$ cat config.mk
export PLATFORM = sky130hd
export DESIGN_NAME = combined_lcg_shuffle_rng
export DESIGN_NICKNAME = d
export VERILOG_FILES = /design/src/rtl/core/clsr_pkg.sv /design/src/rtl/core/clsr_mulmod.sv /design/src/rtl/core/combined_lcg_shuffle_rng.sv
export SDC_FILE = /design/constraint.sdc
export NUM_CORES = 2
export LEC_CHECK = 0
export BUFFER_PORTS_ARGS = -buffer_cell sky130_fd_sc_hd__buf_4
export CORE_MARGIN = 2
export CORE_UTILIZATION = 54
export CTS_BUF_LIST = sky130_fd_sc_hd__clkbuf_8
export CTS_CLUSTER_DIAMETER = 40
export DETAILED_ROUTE_END_ITERATION = 6
export GPL_ROUTABILITY_DRIVEN = 0
export PLACE_DENSITY = 0.78
export SYNTH_ARGS = -nofsm -noshare
export SYNTH_HDL_FRONTEND = slang
export SYNTH_SLANG_ARGS = --single-unit
export TNS_END_PERCENT = 100
$ cat constraint.sdc
create_clock -name i_clk -period 19.05 [get_ports i_clk]
set_input_delay 3.81 -clock i_clk [delete_from_list [all_inputs] [get_ports i_clk]]
set_output_delay 3.81 -clock i_clk [all_outputs]
set_load 0.02 [all_outputs]
$ cat src/rtl/core/clsr_pkg.sv
// ----------------------------------------------------------------------------
// clsr_pkg
// Shared constants, types and helpers of the combined congruential generator
// with shuffle table.
// ----------------------------------------------------------------------------
package clsr_pkg;

    // table size and derived index widths
    localparam int TABLE_DEPTH = 32;
    localparam int SLOT_W      = $clog2(TABLE_DEPTH);
    localparam int CNT_W       = $clog2(TABLE_DEPTH + 8);
    localparam int DW          = 31;
    localparam int MW          = 16;
    localparam int PW          = DW + MW;
    localparam int FW          = 8;

    // generator moduli and multipliers
    localparam logic [DW-1:0] MOD_ONE  = 31'd2147483563;
    localparam logic [DW-1:0] MOD_TWO  = 31'd2147483399;
    localparam logic [MW-1:0] MUL_ONE  = 16'd40014;
    localparam logic [MW-1:0] MUL_TWO  = 16'd40692;
    localparam logic [DW-1:0] G2_RESET = 31'd123456789;

    // 2^31 mod m, used to fold the high product bits back in
    localparam logic [FW-1:0] FOLD_ONE = FW'(64'h8000_0000 - 64'(MOD_ONE));
    localparam logic [FW-1:0] FOLD_TWO = FW'(64'h8000_0000 - 64'(MOD_TWO));

    // output wrap and slot divisor
    localparam logic [DW-1:0] WRAP_ADD = MOD_ONE - 31'd1;
    localparam logic [31:0]   SLOT_DIV = 32'(1 + (64'(MOD_ONE) - 1) / TABLE_DEPTH);

    // generator select of the shared unit
    typedef enum logic {
        GEN_ONE = 1'b0,
        GEN_TWO = 1'b1
    } t_gen_sel;

    // request into the multiply-mod unit
    typedef struct packed {
        t_gen_sel        sel;
        logic [DW-1:0]   operand;
    } t_mm_req;

    // slot = value / SLOT_DIV, as a count of thresholds passed
    function automatic logic [SLOT_W-1:0] slot_of(input logic [DW-1:0] v);
        logic [SLOT_W-1:0] n;
        logic [31:0]       thr;
        n = '0;
        for (int k = 1; k < TABLE_DEPTH; k++) begin
            thr = 32'(k) * SLOT_DIV;
            if ({1'b0, v} >= thr) begin
                n = n + SLOT_W'(1);
            end
        end
        return n;
    endfunction

endpackage

$ cat src/rtl/core/clsr_mulmod.sv
// ----------------------------------------------------------------------------
// clsr_mulmod
// Shared multiply-mod unit: (operand * a) mod m for either generator, one
// registered product stage followed by a fold and one correcting subtract.
// ----------------------------------------------------------------------------
module clsr_mulmod (
    input  logic                        i_clk,
    input  clsr_pkg::t_mm_req           i_req,
    output logic [clsr_pkg::DW-1:0]     o_res
);

    logic [clsr_pkg::PW-1:0] r_prod;
    clsr_pkg::t_gen_sel      r_sel;
    logic [clsr_pkg::MW-1:0] mul;
    logic [clsr_pkg::MW-1:0] hi;
    logic [clsr_pkg::FW-1:0] fold;
    logic [clsr_pkg::DW-1:0] modv;
    logic [23:0]             hc;
    logic [31:0]             sum;

    // multiplier constant per generator
    always_comb begin
        mul = (i_req.sel == clsr_pkg::GEN_TWO) ? clsr_pkg::MUL_TWO : clsr_pkg::MUL_ONE;
    end

    // product register
    always_ff @(posedge i_clk) begin
        r_prod <= clsr_pkg::PW'(i_req.operand) * clsr_pkg::PW'(mul);
        r_sel  <= i_req.sel;
    end

    // fold high part: 2^31 is congruent to the fold constant
    always_comb begin
        fold  = (r_sel == clsr_pkg::GEN_TWO) ? clsr_pkg::FOLD_TWO : clsr_pkg::FOLD_ONE;
        modv  = (r_sel == clsr_pkg::GEN_TWO) ? clsr_pkg::MOD_TWO : clsr_pkg::MOD_ONE;
        hi    = r_prod[clsr_pkg::PW-1:clsr_pkg::DW];
        hc    = 24'(hi) * 24'(fold);
        sum   = 32'(r_prod[clsr_pkg::DW-1:0]) + 32'(hc);
        o_res = (sum >= 32'(modv)) ? clsr_pkg::DW'(sum - 32'(modv))
                                   : sum[clsr_pkg::DW-1:0];
    end

endmodule

$ cat src/rtl/core/combined_lcg_shuffle_rng.sv
// ----------------------------------------------------------------------------
// combined_lcg_shuffle_rng
// Long-period uniform generator: two combined congruential generators mixed
// through a shuffle table, with a sequencer around one multiply-mod unit.
// ----------------------------------------------------------------------------
// A draw request (tuser low) gives one value in 1..2147483562 on the master
// side after states DA, DB, DC and DOUT; the next request is taken once the
// sequencer is back in IDLE, so one draw is in flight at a time. Each draw
// advances both generators through the single shared multiply-mod unit (one
// product register, so the two steps overlap) and does one read and one write
// of the shuffle table memory. A reseed request (tuser high) first runs 40
// warm-up steps of generator one, each through states WA and WB, then a draw.
// A finished value waits in the output register; a new request is accepted
// meanwhile and its result is held back until that register is free.
// ----------------------------------------------------------------------------
module combined_lcg_shuffle_rng (
    input  logic        i_clk,
    input  logic        i_rst_n,
    input  logic        i_s_axis_tvalid,
    output logic        o_s_axis_tready,
    input  logic [31:0] i_s_axis_tdata,   // [30:0] seed, [31] zero fill
    input  logic        i_s_axis_tuser,   // [0] op: 0 draw, 1 reseed then draw
    output logic        o_m_axis_tvalid,
    input  logic        i_m_axis_tready,
    output logic [31:0] o_m_axis_tdata    // [30:0] value, [31] zero fill
);

    typedef enum logic [6:0] {
        ST_IDLE = 7'b0000001,
        ST_WA   = 7'b0000010,
        ST_WB   = 7'b0000100,
        ST_DA   = 7'b0001000,
        ST_DB   = 7'b0010000,
        ST_DC   = 7'b0100000,
        ST_DOUT = 7'b1000000
    } t_state;

    t_state                          r_state;
    logic [clsr_pkg::DW-1:0]         r_g1;
    logic [clsr_pkg::DW-1:0]         r_g2;
    logic [clsr_pkg::DW-1:0]         r_last;
    logic [clsr_pkg::CNT_W-1:0]      r_cnt;
    logic [clsr_pkg::SLOT_W-1:0]     r_slot;
    logic                            r_out_vld;
    logic [clsr_pkg::DW-1:0]         r_out;
    logic [clsr_pkg::TABLE_DEPTH-1:0] r_vld;
    logic [clsr_pkg::DW-1:0]         r_rd_data;
    logic                            r_rd_vld;
    logic [clsr_pkg::DW-1:0]         mem [clsr_pkg::TABLE_DEPTH];

    clsr_pkg::t_mm_req               mm_req;
    logic [clsr_pkg::DW-1:0]         mm_res;
    logic                            in_acc;
    logic                            out_free;
    logic [clsr_pkg::DW-1:0]         seed_red;
    logic [clsr_pkg::DW-1:0]         seed_use;
    logic [clsr_pkg::DW-1:0]         tbl_val;
    logic [31:0]                     diff;
    logic [clsr_pkg::DW-1:0]         y_val;
    logic                            we;
    logic [clsr_pkg::SLOT_W-1:0]     wa;
    logic [clsr_pkg::DW-1:0]         wd;

    // handshake
    assign o_s_axis_tready = (r_state == ST_IDLE);
    assign in_acc          = i_s_axis_tvalid && o_s_axis_tready;
    assign out_free        = !r_out_vld || i_m_axis_tready;
    assign o_m_axis_tvalid = r_out_vld;
    assign o_m_axis_tdata  = {1'b0, r_out};

    // seed reduced modulo the first modulus, zero taken as one
    always_comb begin
        seed_red = (i_s_axis_tdata[clsr_pkg::DW-1:0] >= clsr_pkg::MOD_ONE)
                 ? i_s_axis_tdata[clsr_pkg::DW-1:0] - clsr_pkg::MOD_ONE
                 : i_s_axis_tdata[clsr_pkg::DW-1:0];
        seed_use = (seed_red == '0) ? clsr_pkg::DW'(1) : seed_red;
    end

    // shared unit request
    always_comb begin
        mm_req.sel     = clsr_pkg::GEN_ONE;
        mm_req.operand = r_g1;
        if (r_state == ST_DB) begin
            mm_req.sel     = clsr_pkg::GEN_TWO;
            mm_req.operand = r_g2;
        end
    end

    clsr_mulmod u_mulmod (
        .i_clk (i_clk),
        .i_req (mm_req),
        .o_res (mm_res)
    );

    // draw result: table entry minus generator two, wrapped into range
    always_comb begin
        tbl_val = r_rd_vld ? r_rd_data : '0;
        diff    = 32'(tbl_val) - 32'(r_g2);
        y_val   = (diff[31] || diff == '0) ? clsr_pkg::DW'(diff + 32'(clsr_pkg::WRAP_ADD))
                                            : diff[clsr_pkg::DW-1:0];
    end

    // table write port: warm-up fill or draw refill
    always_comb begin
        we = 1'b0;
        wa = r_slot;
        wd = r_g1;
        if (r_state == ST_WB && r_cnt < clsr_pkg::CNT_W'(clsr_pkg::TABLE_DEPTH)) begin
            we = 1'b1;
            wa = r_cnt[clsr_pkg::SLOT_W-1:0];
            wd = mm_res;
        end else if (r_state == ST_DOUT && out_free) begin
            we = 1'b1;
        end
    end

    // shuffle table memory
    always_ff @(posedge i_clk) begin
        if (we) begin
            mem[wa] <= wd;
        end
        if (r_state == ST_DB) begin
            r_rd_data <= mem[r_slot];
        end
    end

    // entry valid bits and registered read valid
    always_ff @(posedge i_clk) begin
        if (!i_rst_n) begin
            r_vld    <= '0;
            r_rd_vld <= 1'b0;
        end else begin
            if (we) begin
                r_vld[wa] <= 1'b1;
            end
            if (r_state == ST_DB) begin
                r_rd_vld <= r_vld[r_slot];
            end
        end
    end

    // sequencer
    always_ff @(posedge i_clk) begin
        if (!i_rst_n) begin
            r_state   <= ST_IDLE;
            r_g1      <= clsr_pkg::DW'(1);
            r_g2      <= clsr_pkg::G2_RESET;
            r_last    <= '0;
            r_cnt     <= '0;
            r_slot    <= '0;
            r_out_vld <= 1'b0;
            r_out     <= '0;
        end else begin
            // output taken, unless a new value is loaded this cycle
            if (r_out_vld && i_m_axis_tready && r_state != ST_DOUT) begin
                r_out_vld <= 1'b0;
            end
            unique case (r_state)
                ST_IDLE: begin
                    if (in_acc) begin
                        if (i_s_axis_tuser) begin
                            r_g1    <= seed_use;
                            r_g2    <= seed_use;
                            r_cnt   <= clsr_pkg::CNT_W'(clsr_pkg::TABLE_DEPTH + 7);
                            r_state <= ST_WA;
                        end else begin
                            r_state <= ST_DA;
                        end
                    end
                end
                // warm-up: product of generator one
                ST_WA: begin
                    r_state <= ST_WB;
                end
                // warm-up: step lands, last steps fill the table
                ST_WB: begin
                    r_g1 <= mm_res;
                    if (r_cnt == '0) begin
                        r_last  <= mm_res;
                        r_state <= ST_DA;
                    end else begin
                        r_cnt   <= r_cnt - clsr_pkg::CNT_W'(1);
                        r_state <= ST_WA;
                    end
                end
                // draw: generator one product, slot from last output (or last warm-up step)
                ST_DA: begin
                    r_slot  <= clsr_pkg::slot_of(r_last);
                    r_state <= ST_DB;
                end
                // draw: generator one lands, generator two product, table read
                ST_DB: begin
                    r_g1    <= mm_res;
                    r_state <= ST_DC;
                end
                // draw: generator two lands
                ST_DC: begin
                    r_g2    <= mm_res;
                    r_state <= ST_DOUT;
                end
                // draw: result out once the output register is free
                ST_DOUT: begin
                    if (out_free) begin
                        r_out     <= y_val;
                        r_out_vld <= 1'b1;
                        r_last    <= y_val;
                        r_state   <= ST_IDLE;
                    end else if (r_out_vld && i_m_axis_tready) begin
                        r_out_vld <= 1'b0;
                    end
                end
                default: begin
                    r_state <= ST_IDLE;
                end
            endcase
        end
    end

    // every delivered value lies in 1..2147483562
    a_out_range: assert property (@(posedge i_clk) disable iff (!i_rst_n)
        o_m_axis_tvalid |-> (r_out != '0 && r_out <= clsr_pkg::WRAP_ADD))
        else $error("output value out of range");

    // generator one never leaves 1..m-1
    a_g1_range: assert property (@(posedge i_clk) disable iff (!i_rst_n)
        (r_g1 != '0 && r_g1 < clsr_pkg::MOD_ONE))
        else $error("generator one out of range");

    // a plain draw request has a value waiting on the master side after its draw states
    a_draw_lat: assert property (@(posedge i_clk) disable iff (!i_rst_n)
        (in_acc && !i_s_axis_tuser) |-> ##5 o_m_axis_tvalid)
        else $error("draw result missing");

endmodule

==> results.json <==
{
  "number_of_nets_in_the_layout": 5993,
  "clkLatencyLatePin_ns": 0.92,
  "grt_remaining_overflow": 0,
  "fillers": 9317,
  "start_util": 0.545,
  "first_pass_iters": 7,
  "die_w_um": 363,
  "worstHoldEndpoint": "r_vld[7]$_SDFFE_PN0N_",
  "synth_top_area_frac": 0.441,
  "htree_num_levels": 4,
  "cts_tree": "built",
  "final-seq-area_um2": 35200,
  "post-route-util": 0.598,
  "grt_first_pass_wirelength_mm": 270,
  "critical_path_arrival_ns": 17.73,
  "syn-num-nets": 5829,
  "wl_mm": 181,
  "status": "complete, but fails checks",
  "worst_setup_path_start_kind": "flip-flop",
  "critical_path.max_stage_delay_ns": 0.87,
  "syn_inst": 5101,
  "layout_cell_share_with_drive_strength_beyond_1": 0.165,
  "boundaryPins": 71,
  "synth.cell_area_um2": 69600,
  "wire_per_inst_um": 25.4,
  "crit_fanout": 25,
  "route.detailed.drc": 2,
  "skew_ns": 0.0517,
  "ys.flop_type": "sky130_fd_sc_hd__edfxtp_1",
  "final_hold_viol_count": 0,
  "violated_checks": "design-rule violations",
  "synthMostInstantiatedCell": "sky130_fd_sc_hd__edfxtp_1",
  "grt_max_degree": 97,
  "instances_no_fill": 7094,
  "first_iter_violations": 6123,
  "count_of_state_elements_after_synthesis": 1246,
  "globalRouteMet2Util": 0.445,
  "synth_cell_type_count": 99,
  "synth_area_leaders": "sky130_fd_sc_hd__edfxtp_1, sky130_fd_sc_hd__fa_1, sky130_fd_sc_hd__mux4_2",
  "placed_cell_area_um2": 72500,
  "hold_buffers": 0,
  "ys_top_cells_by_count": "sky130_fd_sc_hd__edfxtp_1, sky130_fd_sc_hd__inv_1, sky130_fd_sc_hd__fa_1, sky130_fd_sc_hd__nor2_1, sky130_fd_sc_hd__mux4_2",
  "crit_slowest_cell": "sky130_fd_sc_hd__dfxtp_1",
  "top_usage_layer": "met2",
  "unrepaired_setup_endpoints_after_global_routing": "false",
  "synth-seq-area-share": 0.506,
  "die_height_um": 363,
  "power.density_cell_area_nw_per_um2": 145,
  "ant_nets": 0,
  "yosysWarningCount": 0,
  "timing.hold.worst.class": "flip-flop to flip-flop",
  "multi_input_area_um2": 32000,
  "final_design_area_no_fill_um2": 76300,
  "area_delta_synth_final_pct": 9.69,
  "ctsRootBufferMaster": "sky130_fd_sc_hd__clkbuf_8",
  "via_count_of_the_first_global_routing_pass": 44191,
  "cts.reportedPaths.clkPinSlew_ns": 0.06,
  "design.core.area_um2": 128000,
  "initial_antenna_violation_count": 4,
  "grt_util_all_layers": 0.276,
  "fin_tns_setup_ns": 0,
  "static-leakage-power_nw": 29.5,
  "hold_path_startpoint": "r_vld[7]$_SDFFE_PN0N_",
  "ys_async_sr_fraction": 0,
  "post_drt_via_cell_ratio": 6.24,
  "period_share": 0.888,
  "crit_required_ns": 19.86,
  "use_met3": 0.0636,
  "globalRouteMet1Util": 0.364,
  "netlist.top_cell.by_area": "sky130_fd_sc_hd__edfxtp_1",
  "worst_r2r_path_depth": 84,
  "clkSinkCount": 1246,
  "cts_max_path_buffers": 3,
  "tritoncts.num_buffers": 195,
  "dpl_worst_slack_ns": 2.31,
  "worst_slew_pin_slew_ns": 1.39,
  "slew_headroom": 0.0742,
  "placed_instances": 6730,
  "synth-edff-count": 1023,
  "period_needed_ns": 16.92,
  "ir_drop_uv": 364,
  "max_cap_violations": 0,
  "setup_violations": 0,
  "synth.avg_cell_area_um2": 13.6,
  "worst_r2r_startpoint": "r_last[26]$_SDFFE_PN0P_",
  "setup.reg_to_reg.worst_slack_ns": 2.13,
  "final-max-slew-violation-count": 0,
  "worst_slack_ns": 2.13,
  "detailed_place_hpwl_mm": 121,
  "num_rows": 131,
  "floorplan.die_area_um2": 132000,
  "ctsResizeCount": 0,
  "cts_setup_buffers": 0,
  "max_freq_mhz": 59.1,
  "num_vias": 44260,
  "worst_r2r_endpoint": "r_slot[4]$_SDFFE_PN0P_",
  "port-buffer-count": 68,
  "min_path_cells": 2,
  "worst_setup_path_class": "flip-flop to flip-flop",
  "crit_path_end_kind": "flip-flop",
  "cpMostUsedCell": "sky130_fd_sc_hd__ha_1"
}
## cell type report
class | instances | area share
sequential | 1246 | 0.461
multi-input combinational | 3132 | 0.420
clock buffer | 209 | 0.0377
tap | 1662 | 0.0272
inverter | 533 | 0.0262
timing repair buffer | 157 | 0.0156
clock inverter | 150 | 0.0122
antenna | 5 | 0.000164
## power by group
part / internal [mW] / total [mW] / switching, mW
sequential: 3.12 / 3.24 / 0.115
combinational: 2.03 / 5.62 / 3.60
clock: 1.12 / 2.20 / 1.08
total: 6.27 / 11.1 / 4.79
## worst max-delay path: cells and delay by family (launching register included)
kind,cells,cell delay [ns]
AO/OA/AOI/OAI,30,4.94
XOR/XNOR,10,1.63
adder cells (fa/ha/maj),15,4.59
buffers and inverters,2,0.37
flip-flops,1,0.87
multiplexers,5,1.16
AND/OR/NAND/NOR,22,3.26
## how the worst max path moves through the flow
stage / startpoint / depth (start not counted) / end / slack, ns
floorplan: r_last[11]$_SDFFE_PN0P_ / 86 / r_slot[4]$_SDFFE_PN0P_ / 4.36
global placement: r_last[26]$_SDFFE_PN0P_ / 84 / r_slot[4]$_SDFFE_PN0P_ / 2.68
detailed placement: r_last[26]$_SDFFE_PN0P_ / 84 / r_slot[4]$_SDFFE_PN0P_ / 2.31
CTS: r_last[26]$_SDFFE_PN0P_ / 84 / r_slot[4]$_SDFFE_PN0P_ / 2.26
global route: r_last[26]$_SDFFE_PN0P_ / 84 / r_slot[4]$_SDFFE_PN0P_ / 0.90
finish: r_last[26]$_SDFFE_PN0P_ / 84 / r_slot[4]$_SDFFE_PN0P_ / 2.13
## routing by layer
metal	vias to the layer above	wire, um
met4	2	7500
li1	19039	-
met5	-	12
met3	455	20300
met1	22225	66300
met2	2539	86400
## through the flow
step	power [mW]	hold WS, ns
2_1_floorplan	7.12	0.435
3_3_place_gp	8.69	0.444
3_5_place_dp	8.83	0.457
4_1_cts	11.0	0.481
5_1_grt	11.8	0.497
6_report	11.1	0.484
## cells in the final DEF (no fill, tap or decap), types with 183 or more instances in the layout
| cell type | Yosys | final |
|---|---|---|
| sky130_fd_sc_hd__a21oi_1 | 184 | 183 |
| sky130_fd_sc_hd__inv_1 | 531 | 600 |
| sky130_fd_sc_hd__fa_1 | 377 | 377 |
| sky130_fd_sc_hd__dfxtp_1 | 223 | 218 |
| sky130_fd_sc_hd__mux4_2 | 320 | 320 |
| sky130_fd_sc_hd__edfxtp_1 | 1023 | 1023 |
| sky130_fd_sc_hd__ha_1 | 314 | 314 |
| sky130_fd_sc_hd__clkbuf_8 | 0 | 209 |
| sky130_fd_sc_hd__nand2_1 | 287 | 286 |
| sky130_fd_sc_hd__nor2_1 | 330 | 296 |
## state kept, by name, indices dropped and copies added (netlist names), 6 cells and up
name and count:
mem 992, r_cnt 6, r_g1 31, r_g2 31, r_last 31, r_out 31, r_rd_data 31, r_state 7
r_vld 32, u_mulmod.r_prod 46
## cell families after synthesis
logic type      share of synthesized area
flops                               0.506
simple gates                       0.0761
buf+inv                            0.0392
compound gates                     0.0672
fa+ha+maj                           0.165
mux                                 0.113
xor+xnor                           0.0337
other cells                      0.000108
Note: power is estimated with default switching activity, not from simulation.
